--- config.mk ---
export PLATFORM = sky130hd
export DESIGN_NAME = quadrature_decoder_speed_meter
export DESIGN_NICKNAME = d
export VERILOG_FILES = /design/src/design/qdsm_pkg.sv /design/src/design/quadrature_decoder_speed_meter.sv
export SDC_FILE = /design/constraint.sdc
export NUM_CORES = 2
export LEC_CHECK = 0
export ABC_CLOCK_PERIOD_IN_PS = 14350
export BUFFER_PORTS_ARGS = -buffer_cell sky130_fd_sc_hd__buf_2
export CORE_ASPECT_RATIO = 1.4
export CORE_MARGIN = 5
export CORE_UTILIZATION = 37
export CTS_CLUSTER_DIAMETER = 100
export DETAILED_ROUTE_END_ITERATION = 6
export GPL_TIMING_DRIVEN = 0
export PLACE_DENSITY = 0.49
export SKIP_LAST_GASP = 1
export SYNTH_ARGS = -nofsm -noshare
export SYNTH_HDL_FRONTEND = slang
export SYNTH_SLANG_ARGS = --single-unit
--- constraint.sdc ---
create_clock -name clock -period 14.35 [get_ports clock]
set_input_delay 2.87 -clock clock [delete_from_list [all_inputs] [get_ports clock]]
set_output_delay 2.87 -clock clock [all_outputs]
set_load 0.1 [all_outputs]
--- src/design/qdsm_pkg.sv ---
// Package for the quadrature decoder with speed meter.
// Holds payload structs, register indexes, sequencer states, the transition table
// and the saturation and magnitude helpers. No dependencies.
package qdsm_pkg;

   localparam int COUNT_W   = 32;
   localparam int Q_W       = 32;
   localparam int Q_FRAC    = 16;
   localparam int ALPHA_W   = 17;
   localparam int CSR_IDX_W = 3;
   localparam int CSR_W     = 32;
   localparam int MUL_W     = COUNT_W + 1;
   localparam int PROD_W    = COUNT_W + Q_W;
   localparam int ACC_W     = Q_W + Q_FRAC + 2;
   localparam int DIV_CNT_W = $clog2(Q_W);

   localparam logic [ALPHA_W-1:0] ALPHA_ONE = ALPHA_W'(65536);
   localparam logic [ACC_W-1:0]   FLT_ROUND = ACC_W'(32768);

   localparam logic [CSR_IDX_W-1:0] CSR_ANGLE_GAIN  = 3'd0;
   localparam logic [CSR_IDX_W-1:0] CSR_SPEED_GAIN  = 3'd1;
   localparam logic [CSR_IDX_W-1:0] CSR_ANGLE_ALPHA = 3'd2;
   localparam logic [CSR_IDX_W-1:0] CSR_SPEED_ALPHA = 3'd3;
   localparam logic [CSR_IDX_W-1:0] CSR_MIN_TICKS   = 3'd4;

   localparam logic [1:0] MODE_PIN   = 2'd0;
   localparam logic [1:0] MODE_POS   = 2'd1;
   localparam logic [1:0] MODE_SPEED = 2'd2;

   localparam logic [Q_W-1:0]     RST_ANGLE_GAIN  = 32'd65536;
   localparam logic [Q_W-1:0]     RST_SPEED_GAIN  = 32'd65536;
   localparam logic [ALPHA_W-1:0] RST_ANGLE_ALPHA = 17'd6554;
   localparam logic [ALPHA_W-1:0] RST_SPEED_ALPHA = 17'd6554;
   localparam logic [Q_W-1:0]     RST_MIN_TICKS   = 32'd100;

   // index = {new A/B state, previous A/B state}
   localparam logic signed [1:0] STEP_LUT [16] = '{
      2'sb00, 2'sb01, 2'sb11, 2'sb00,
      2'sb11, 2'sb00, 2'sb00, 2'sb01,
      2'sb01, 2'sb00, 2'sb00, 2'sb11,
      2'sb00, 2'sb11, 2'sb01, 2'sb00
   };

   typedef struct packed {
      logic [1:0]  mode;
      logic        pin_a;
      logic        pin_b;
      logic [31:0] elapsed_ticks;
   } req_type;

   typedef struct packed {
      logic signed [1:0]  step;
      logic signed [31:0] position_count;
      logic               direction;
      logic signed [31:0] angle_filtered;
      logic signed [31:0] speed_raw;
      logic signed [31:0] speed_filtered;
      logic               speed_updated;
   } rsp_type;

   typedef enum logic [3:0] {
      ST_IDLE,
      ST_ANG_MUL,
      ST_ANG_SAT,
      ST_SPD_MUL,
      ST_SPD_CHK,
      ST_SPD_DIV,
      ST_SPD_SAT,
      ST_FLT_A,
      ST_FLT_B,
      ST_FLT_C,
      ST_RESP
   } state_type;

   function automatic logic [COUNT_W-1:0] cnt_abs(input logic [COUNT_W-1:0] v);
      return v[COUNT_W-1] ? (~v + COUNT_W'(1)) : v;
   endfunction

   // signed saturation of a sign and magnitude pair to Q_W bits
   function automatic logic [Q_W-1:0] sat_q(input logic neg, input logic [PROD_W-1:0] mag);
      logic [PROD_W-1:0] lim;
      lim = PROD_W'(1) << (Q_W - 1);
      if (!neg) begin
         return (mag >= lim) ? {1'b0, {(Q_W-1){1'b1}}} : mag[Q_W-1:0];
      end
      return (mag >= lim) ? {1'b1, {(Q_W-1){1'b0}}} : (~mag[Q_W-1:0] + Q_W'(1));
   endfunction

endpackage

--- src/design/quadrature_decoder_speed_meter.sv ---
// Quadrature decoder with angle and M-method speed measurement, one channel.
// Pin samples, skipped speed updates and unused modes go straight to the result register;
// a position update multiplies and saturates, then may filter; a speed update multiplies,
// checks for overflow, runs the restoring divider unless the quotient overflows, saturates
// and may filter. One item at a time: the input stalls until the result is loaded.
// Sync active-high reset clears counts, filters, pin state, loads defaults; needs qdsm_pkg.
module quadrature_decoder_speed_meter (
   input  logic                                clock,
   input  logic                                reset,
   input  logic                                req_valid,
   output logic                                req_stall,
   input  qdsm_pkg::req_type                   req_payload,
   output logic                                rsp_valid,
   input  logic                                rsp_stall,
   output qdsm_pkg::rsp_type                   rsp_payload,
   input  logic                                csr_write,
   input  logic [qdsm_pkg::CSR_IDX_W-1:0]      csr_index,
   input  logic [qdsm_pkg::CSR_W-1:0]          csr_wdata
);

   localparam int CW = qdsm_pkg::COUNT_W;
   localparam int QW = qdsm_pkg::Q_W;
   localparam int AW = qdsm_pkg::ALPHA_W;
   localparam int MW = qdsm_pkg::MUL_W;
   localparam int PW = qdsm_pkg::PROD_W;
   localparam int XW = qdsm_pkg::ACC_W;
   localparam int NW = qdsm_pkg::DIV_CNT_W;
   localparam int FR = qdsm_pkg::Q_FRAC;

   qdsm_pkg::state_type state_ff, state_in;

   logic [QW-1:0] angle_gain_ff, angle_gain_in;
   logic [QW-1:0] speed_gain_ff, speed_gain_in;
   logic [AW-1:0] angle_alpha_ff, angle_alpha_in;
   logic [AW-1:0] speed_alpha_ff, speed_alpha_in;
   logic [QW-1:0] min_ticks_ff, min_ticks_in;

   logic [1:0]           pin_state_ff, pin_state_in;
   logic [CW-1:0]        running_ff, running_in;
   logic [CW-1:0]        snapshot_ff, snapshot_in;
   logic [CW-1:0]        base_ff, base_in;
   logic signed [QW-1:0] flt_angle_ff, flt_angle_in;
   logic signed [QW-1:0] raw_speed_ff, raw_speed_in;
   logic signed [QW-1:0] flt_speed_ff, flt_speed_in;

   logic                 rsp_valid_ff, rsp_valid_in;
   qdsm_pkg::rsp_type    rsp_data_ff, rsp_data_in;

   logic signed [1:0]    step_ff, step_in;
   logic                 updated_ff, updated_in;
   logic                 neg_ff, neg_in;
   logic [CW-1:0]        mag_ff, mag_in;
   logic [QW-1:0]        ticks_ff, ticks_in;
   logic [PW-1:0]        prod_ff, prod_in;
   logic signed [XW-1:0] acc_ff, acc_in;
   logic signed [QW-1:0] sample_ff, sample_in;
   logic                 flt_sel_ff, flt_sel_in;
   logic                 ovf_ff, ovf_in;
   logic [QW-1:0]        rem_ff, rem_in;
   logic [QW-1:0]        quo_ff, quo_in;
   logic [NW-1:0]        cnt_ff, cnt_in;

   logic signed [MW-1:0]   mul_a, mul_b;
   logic signed [2*MW-1:0] mul_p;
   logic [1:0]             pin_cur;
   logic signed [1:0]      lut_step;
   logic [CW-1:0]          delta;
   logic [QW:0]            div_trial;
   logic                   div_ge;
   logic [QW-1:0]          sat_ang;
   logic [QW-1:0]          sat_spd;
   logic [AW-1:0]          alpha_eff;
   logic signed [QW-1:0]   flt_prev;
   logic signed [XW-1:0]   flt_sum;
   logic signed [QW-1:0]   flt_new;
   logic                   accept;

   assign accept    = req_valid && !req_stall;
   assign req_stall = (state_ff != qdsm_pkg::ST_IDLE);
   assign rsp_valid   = rsp_valid_ff;
   assign rsp_payload = rsp_data_ff;

   assign pin_cur   = {req_payload.pin_a, req_payload.pin_b};
   assign lut_step  = qdsm_pkg::STEP_LUT[{pin_cur, pin_state_ff}];
   assign delta     = snapshot_ff - base_ff;
   assign div_trial = {rem_ff, quo_ff[QW-1]};
   assign div_ge    = (div_trial >= {1'b0, ticks_ff});
   assign sat_ang   = qdsm_pkg::sat_q(neg_ff, prod_ff);
   assign sat_spd   = qdsm_pkg::sat_q(neg_ff, ovf_ff ? {PW{1'b1}} : PW'(quo_ff));

   assign alpha_eff = flt_sel_ff
                    ? ((speed_alpha_ff > qdsm_pkg::ALPHA_ONE) ? qdsm_pkg::ALPHA_ONE
                                                               : speed_alpha_ff)
                    : ((angle_alpha_ff > qdsm_pkg::ALPHA_ONE) ? qdsm_pkg::ALPHA_ONE
                                                               : angle_alpha_ff);
   assign flt_prev  = flt_sel_ff ? flt_speed_ff : flt_angle_ff;
   assign flt_sum   = acc_ff + $signed(prod_ff[XW-1:0]) + $signed(qdsm_pkg::FLT_ROUND);
   assign flt_new   = flt_sum[FR+QW-1:FR];

   // shared multiplier, operands chosen by the sequencer
   always_comb begin
      mul_a = '0;
      mul_b = '0;
      unique case (state_ff)
         qdsm_pkg::ST_ANG_MUL: begin
            mul_a = {{(MW-CW){1'b0}}, mag_ff};
            mul_b = {{(MW-QW){1'b0}}, angle_gain_ff};
         end
         qdsm_pkg::ST_SPD_MUL: begin
            mul_a = {{(MW-CW){1'b0}}, mag_ff};
            mul_b = {{(MW-QW){1'b0}}, speed_gain_ff};
         end
         qdsm_pkg::ST_FLT_A: begin
            mul_a = {{(MW-AW){1'b0}}, alpha_eff};
            mul_b = {{(MW-QW){sample_ff[QW-1]}}, sample_ff};
         end
         qdsm_pkg::ST_FLT_B: begin
            mul_a = {{(MW-AW){1'b0}}, qdsm_pkg::ALPHA_ONE - alpha_eff};
            mul_b = {{(MW-QW){flt_prev[QW-1]}}, flt_prev};
         end
         default: begin
            mul_a = '0;
            mul_b = '0;
         end
      endcase
   end

   assign mul_p   = mul_a * mul_b;
   assign prod_in = mul_p[PW-1:0];

   always_comb begin
      state_in       = state_ff;
      angle_gain_in  = angle_gain_ff;
      speed_gain_in  = speed_gain_ff;
      angle_alpha_in = angle_alpha_ff;
      speed_alpha_in = speed_alpha_ff;
      min_ticks_in   = min_ticks_ff;
      pin_state_in   = pin_state_ff;
      running_in     = running_ff;
      snapshot_in    = snapshot_ff;
      base_in        = base_ff;
      flt_angle_in   = flt_angle_ff;
      raw_speed_in   = raw_speed_ff;
      flt_speed_in   = flt_speed_ff;
      rsp_valid_in   = rsp_valid_ff && rsp_stall;
      rsp_data_in    = rsp_data_ff;
      step_in        = step_ff;
      updated_in     = updated_ff;
      neg_in         = neg_ff;
      mag_in         = mag_ff;
      ticks_in       = ticks_ff;
      acc_in         = acc_ff;
      sample_in      = sample_ff;
      flt_sel_in     = flt_sel_ff;
      ovf_in         = ovf_ff;
      rem_in         = rem_ff;
      quo_in         = quo_ff;
      cnt_in         = cnt_ff;

      if (csr_write) begin
         unique case (csr_index)
            qdsm_pkg::CSR_ANGLE_GAIN:  angle_gain_in  = csr_wdata[QW-1:0];
            qdsm_pkg::CSR_SPEED_GAIN:  speed_gain_in  = csr_wdata[QW-1:0];
            qdsm_pkg::CSR_ANGLE_ALPHA: angle_alpha_in = csr_wdata[AW-1:0];
            qdsm_pkg::CSR_SPEED_ALPHA: speed_alpha_in = csr_wdata[AW-1:0];
            qdsm_pkg::CSR_MIN_TICKS:   min_ticks_in   = csr_wdata[QW-1:0];
            default: ;
         endcase
      end

      unique case (state_ff)
         qdsm_pkg::ST_IDLE: begin
            if (accept) begin
               step_in    = 2'sb00;
               updated_in = 1'b0;
               state_in   = qdsm_pkg::ST_RESP;
               unique case (req_payload.mode)
                  qdsm_pkg::MODE_PIN: begin
                     step_in      = lut_step;
                     running_in   = running_ff + {{(CW-2){lut_step[1]}}, lut_step};
                     pin_state_in = pin_cur;
                  end
                  qdsm_pkg::MODE_POS: begin
                     snapshot_in = running_ff;
                     neg_in      = running_ff[CW-1];
                     mag_in      = qdsm_pkg::cnt_abs(running_ff);
                     state_in    = qdsm_pkg::ST_ANG_MUL;
                  end
                  qdsm_pkg::MODE_SPEED: begin
                     if ((req_payload.elapsed_ticks != '0) &&
                         (req_payload.elapsed_ticks >= min_ticks_ff)) begin
                        ticks_in = req_payload.elapsed_ticks;
                        neg_in   = delta[CW-1];
                        mag_in   = qdsm_pkg::cnt_abs(delta);
                        state_in = qdsm_pkg::ST_SPD_MUL;
                     end
                  end
                  default: ;
               endcase
            end
         end
         qdsm_pkg::ST_ANG_MUL: state_in = qdsm_pkg::ST_ANG_SAT;
         qdsm_pkg::ST_ANG_SAT: begin
            sample_in  = sat_ang;
            flt_sel_in = 1'b0;
            if (flt_angle_ff == '0) begin
               flt_angle_in = sat_ang;
               state_in     = qdsm_pkg::ST_RESP;
            end else begin
               state_in = qdsm_pkg::ST_FLT_A;
            end
         end
         qdsm_pkg::ST_SPD_MUL: state_in = qdsm_pkg::ST_SPD_CHK;
         qdsm_pkg::ST_SPD_CHK: begin
            // quotient fits in QW bits only if the high half is below the divisor
            if (prod_ff[PW-1:QW] >= CW'(ticks_ff)) begin
               ovf_in   = 1'b1;
               state_in = qdsm_pkg::ST_SPD_SAT;
            end else begin
               ovf_in   = 1'b0;
               rem_in   = prod_ff[QW+QW-1:QW];
               quo_in   = prod_ff[QW-1:0];
               cnt_in   = '0;
               state_in = qdsm_pkg::ST_SPD_DIV;
            end
         end
         qdsm_pkg::ST_SPD_DIV: begin
            rem_in = div_ge ? QW'(div_trial - {1'b0, ticks_ff}) : div_trial[QW-1:0];
            quo_in = {quo_ff[QW-2:0], div_ge};
            cnt_in = cnt_ff + NW'(1);
            if (cnt_ff == {NW{1'b1}}) begin
               state_in = qdsm_pkg::ST_SPD_SAT;
            end
         end
         qdsm_pkg::ST_SPD_SAT: begin
            raw_speed_in = sat_spd;
            sample_in    = sat_spd;
            base_in      = snapshot_ff;
            updated_in   = 1'b1;
            flt_sel_in   = 1'b1;
            if (flt_speed_ff == '0) begin
               flt_speed_in = sat_spd;
               state_in     = qdsm_pkg::ST_RESP;
            end else begin
               state_in = qdsm_pkg::ST_FLT_A;
            end
         end
         qdsm_pkg::ST_FLT_A: state_in = qdsm_pkg::ST_FLT_B;
         qdsm_pkg::ST_FLT_B: begin
            acc_in   = $signed(prod_ff[XW-1:0]);
            state_in = qdsm_pkg::ST_FLT_C;
         end
         qdsm_pkg::ST_FLT_C: begin
            if (flt_sel_ff) begin
               flt_speed_in = flt_new;
            end else begin
               flt_angle_in = flt_new;
            end
            state_in = qdsm_pkg::ST_RESP;
         end
         qdsm_pkg::ST_RESP: begin
            if (!rsp_valid_ff || !rsp_stall) begin
               rsp_data_in.step           = step_ff;
               rsp_data_in.position_count = snapshot_ff[QW-1:0];
               rsp_data_in.direction      = snapshot_ff[CW-1];
               rsp_data_in.angle_filtered = flt_angle_ff;
               rsp_data_in.speed_raw      = raw_speed_ff;
               rsp_data_in.speed_filtered = flt_speed_ff;
               rsp_data_in.speed_updated  = updated_ff;
               rsp_valid_in               = 1'b1;
               state_in                   = qdsm_pkg::ST_IDLE;
            end
         end
         default: state_in = qdsm_pkg::ST_IDLE;
      endcase
   end

   always_ff @(posedge clock) begin
      if (reset) begin
         state_ff       <= qdsm_pkg::ST_IDLE;
         angle_gain_ff  <= qdsm_pkg::RST_ANGLE_GAIN;
         speed_gain_ff  <= qdsm_pkg::RST_SPEED_GAIN;
         angle_alpha_ff <= qdsm_pkg::RST_ANGLE_ALPHA;
         speed_alpha_ff <= qdsm_pkg::RST_SPEED_ALPHA;
         min_ticks_ff   <= qdsm_pkg::RST_MIN_TICKS;
         pin_state_ff   <= '0;
         running_ff     <= '0;
         snapshot_ff    <= '0;
         base_ff        <= '0;
         flt_angle_ff   <= '0;
         raw_speed_ff   <= '0;
         flt_speed_ff   <= '0;
         rsp_valid_ff   <= 1'b0;
      end else begin
         state_ff       <= state_in;
         angle_gain_ff  <= angle_gain_in;
         speed_gain_ff  <= speed_gain_in;
         angle_alpha_ff <= angle_alpha_in;
         speed_alpha_ff <= speed_alpha_in;
         min_ticks_ff   <= min_ticks_in;
         pin_state_ff   <= pin_state_in;
         running_ff     <= running_in;
         snapshot_ff    <= snapshot_in;
         base_ff        <= base_in;
         flt_angle_ff   <= flt_angle_in;
         raw_speed_ff   <= raw_speed_in;
         flt_speed_ff   <= flt_speed_in;
         rsp_valid_ff   <= rsp_valid_in;
      end
   end

   always_ff @(posedge clock) begin
      rsp_data_ff <= rsp_data_in;
      step_ff     <= step_in;
      updated_ff  <= updated_in;
      neg_ff      <= neg_in;
      mag_ff      <= mag_in;
      ticks_ff    <= ticks_in;
      prod_ff     <= prod_in;
      acc_ff      <= acc_in;
      sample_ff   <= sample_in;
      flt_sel_ff  <= flt_sel_in;
      ovf_ff      <= ovf_in;
      rem_ff      <= rem_in;
      quo_ff      <= quo_in;
      cnt_ff      <= cnt_in;
   end

endmodule

==> results_dict.tcl <==
set metrics [dict create \
    grt_max_degree 53 \
    htreeDepth 3 \
    syn-instance-count 8489 \
    area.growth.synth_to_final_pct 10.74 \
    viasPerCell 5.595 \
    powerDensity_nw_per_um2 102.2 \
    r2r.worst_path.cells 40 \
    floorplan_core_area_um2 201000 \
    violations_in_the_final_reports "design-rule violations, max-capacitance violations, max-slew violations" \
    critical_path.most_common_cell "fa_1" \
    design.final.nets 10370 \
    commonest_cells_after_routing_fill_and_taps_aside "nand2_1, inv_1, fa_1" \
    postRouteWirelength_um 338700 \
    worst_setup_path_start_kind "flop" \
    critical_path.n_buffers_inverters 9 \
    antenna_left 0 \
    crit_path_max_fanout 10 \
    initial_antenna_violation_count 24 \
    outcome "complete, but fails checks" \
    critical_path_cell_count 40 \
    synth_async_sr_flop_share_pct 0 \
    finish.cell_count_without_fillers 11560 \
    setup_repair_after_global_routing_missed_its_margin "false" \
    hold_violations 0 \
    dp_hpwl_um 279800 \
    maxSlewViolCount 22 \
    min_path_type "flop to flop" \
    cp.arrival_ps 14310 \
    numClockSinks 743 \
    timing.critical_path.to_type "flop" \
    synth_enable_flop_cells 350 \
    grt_pass1_wl_um 478500 \
    detailedRoute.firstIterationViolations 6071 \
    synth.yosys.seq_area_share_pct 24.66 \
    cts_root_buf "clkbuf_16" \
    cpMaxStageDelayCell "clkbuf_1" \
    floorplan.die.width_um 389.3 \
    max-vdd-ir-drop_mv 0.1001 \
    placementRows 195 \
    total_power_w 0.008433 \
    port_buffers 207 \
    clock_insertion_delay_worst_skew_ps 720 \
    total_leakage_power_nw 37.20 \
    critPathRequiredTime_ps 14900 \
    detail_route.drc_violations 1 \
    detail_route.wl_per_cell_um 29.31 \
    synthesis.nets 10050 \
    relSlewSlack_pct -6.224 \
    numCtsBuffers 81 \
    die_height_um 541.0 \
    tritoncts "yes" \
    synth_seq_cells 743 \
    post_cts.resized_instances 0 \
    first_global_vias 65810 \
    clock_transition_at_path_regs_ps 60 \
    start_util_pct 37.06 \
    fin_util_pct 41.04 \
    pin_count 210 \
    count_of_distinct_cell_types_in_the_synthesized_netlist 105 \
    postCtsSetupBuffers 0 \
    place_congestion 1.043 \
    final_layout_size_suffix_gt1_share_pct 5.551 \
    clock_skew_ps 75.02 \
    cap_violations 2 \
    crit_family "adder cells" \
    max_stage_delay_ps 930 \
    syn-cell-area_um2 74510 \
    globalRouteOverflowTotal 0 \
    design.die.area_um2 210600 \
    cts_max_path_buffers 3 \
    dp.cells 11390 \
    layout_commonest_cell "nand2_1" \
    clock.fmax_mhz 72.63 \
    total_routing_resource_utilization_after_global_routing_pct 31.63 \
    most_used_dff_post_synth "dfxtp_1" \
    timing_worst_slew_pin_value_ps 1593 \
    critPathKind "flop to flop" \
    ys.warnings.count 0 \
    dr_total_vias 64660 \
    timing.final.crit_share_pct 95.95 \
    final.min_clock_period_ps 13770 \
    drt_pre_antenna_iters 7 \
    setup_viol 0 \
    hold_buffers 0 \
    hold_depth 0 \
    syn-mean-instance-area_um2 8.777 \
]
==> flip-flops by register name (all words and copies together) (netlist names), 32 cells and up <==
| register | cells |
|---|---|
| acc_ff | 48 |
| running_ff | 32 |
| base_ff | 32 |
| mag_ff | 32 |
| flt_angle_ff | 32 |
| quo_ff | 32 |
| rem_ff | 32 |
| snapshot_ff | 32 |
| sample_ff | 32 |
| speed_gain_ff | 32 |
| min_ticks_ff | 32 |
| rsp_payload | 131 |
| ticks_ff | 32 |
| raw_speed_ff | 32 |
| prod_ff | 64 |
| angle_gain_ff | 32 |
| flt_speed_ff | 32 |
==> path summary, 6_finish.rpt <==
| kind | from | endpoint | slack (ps) |
|---|---|---|---|
| setup / recovery | speed_alpha_ff[3] | prod_ff[62] | 580 |
| hold / removal | step_ff[0] | rsp_payload[130] | 430 |
| hold reg to reg | step_ff[0] | rsp_payload[130] | 430 |
| setup reg to reg | speed_alpha_ff[3] | prod_ff[62] | 580 |
==> metrics by stage <==
stage	TNS [ps]	hold slack [ps]	setup WS (ps)	area, um2
floorplan	0	400.3	4365	74510
global placement	-16830	412.1	-1513	78870
detailed placement	0	413.0	830.4	79560
CTS	0	429.6	694.6	82430
global route	0	435.7	340.8	82480
finish	0	427.1	581.6	82510
==> cell type report <==
class	count	area, um2
Fill cell	20620	118500
Multi-Input combinational cell	6082	50050
Sequential cell	743	18380
Inverter	1220	4579
Tap cell	2659	3327
Clock buffer	102	2251
Buffer	444	1723
Timing Repair Buffer	241	1540
Clock inverter	49	625.6
Antenna cell	16	40.04
==> cells in the mapped netlist (17+ instances only) <==
cell | n | area (um2)
a211oi_1 | 78 | 585.6
and2_1 | 78 | 488.0
nand3_1 | 83 | 415.4
a21oi_1 | 587 | 2938
nand2_1 | 1423 | 5341
o31ai_1 | 26 | 195.2
ha_1 | 553 | 6919
nor4_1 | 54 | 337.8
clkbuf_1 | 393 | 1475
dfxtp_1 | 393 | 7868
buf_1 | 29 | 108.9
nand2b_1 | 31 | 193.9
inv_1 | 1217 | 4568
a21o_1 | 158 | 1186
xor2_1 | 107 | 937.2
fa_1 | 931 | 18640
o211ai_1 | 22 | 165.2
o21a_1 | 47 | 352.8
nor3_1 | 83 | 415.4
o21ai_0 | 244 | 1221
o21ai_1 | 20 | 100.1
a31oi_1 | 44 | 275.3
edfxtp_1 | 350 | 10510
or3_1 | 33 | 206.5
mux2i_1 | 78 | 780.8
nor2_1 | 774 | 2905
or4_1 | 17 | 127.6
o21bai_1 | 29 | 217.7
xnor2_1 | 141 | 1235
and3_1 | 45 | 281.5
o22ai_1 | 24 | 150.1
nand4_1 | 50 | 312.8
nor2b_1 | 32 | 200.2
a211o_1 | 37 | 324.1
==> cells by family after synthesis <==
kind of cell / after synthesis / synth area share, %
AO/OA/AOI/OAI: 1492 / 12.58
buffers and inverters: 1664 / 8.451
adder cells (fa/ha/maj): 1484 / 34.30
multiplexers: 80 / 1.093
AND/OR/NAND/NOR: 2776 / 15.93
flip-flops: 743 / 24.66
XOR/XNOR: 250 / 2.974
==> power breakdown <==
part           switching [W]  total (W)  internal [W]
Sequential          0.000267    0.00278       0.00251
Combinational        0.00253    0.00335      0.000817
Clock                0.00101    0.00231       0.00130
==> routing by layer <==
| metal | vias to the layer above | share of wire, % | global-route usage, % |
|---|---|---|---|
| met5 | - | 0.018 | 0 |
| met4 | 10 | 8.3 | 20.91 |
| met3 | 846 | 7.2 | 5.402 |
| met2 | 3042 | 47 | 52.27 |
| met1 | 32490 | 38 | 37.92 |
| li1 | 28270 | - | - |
Note: power is estimated with default switching activity, not from simulation.
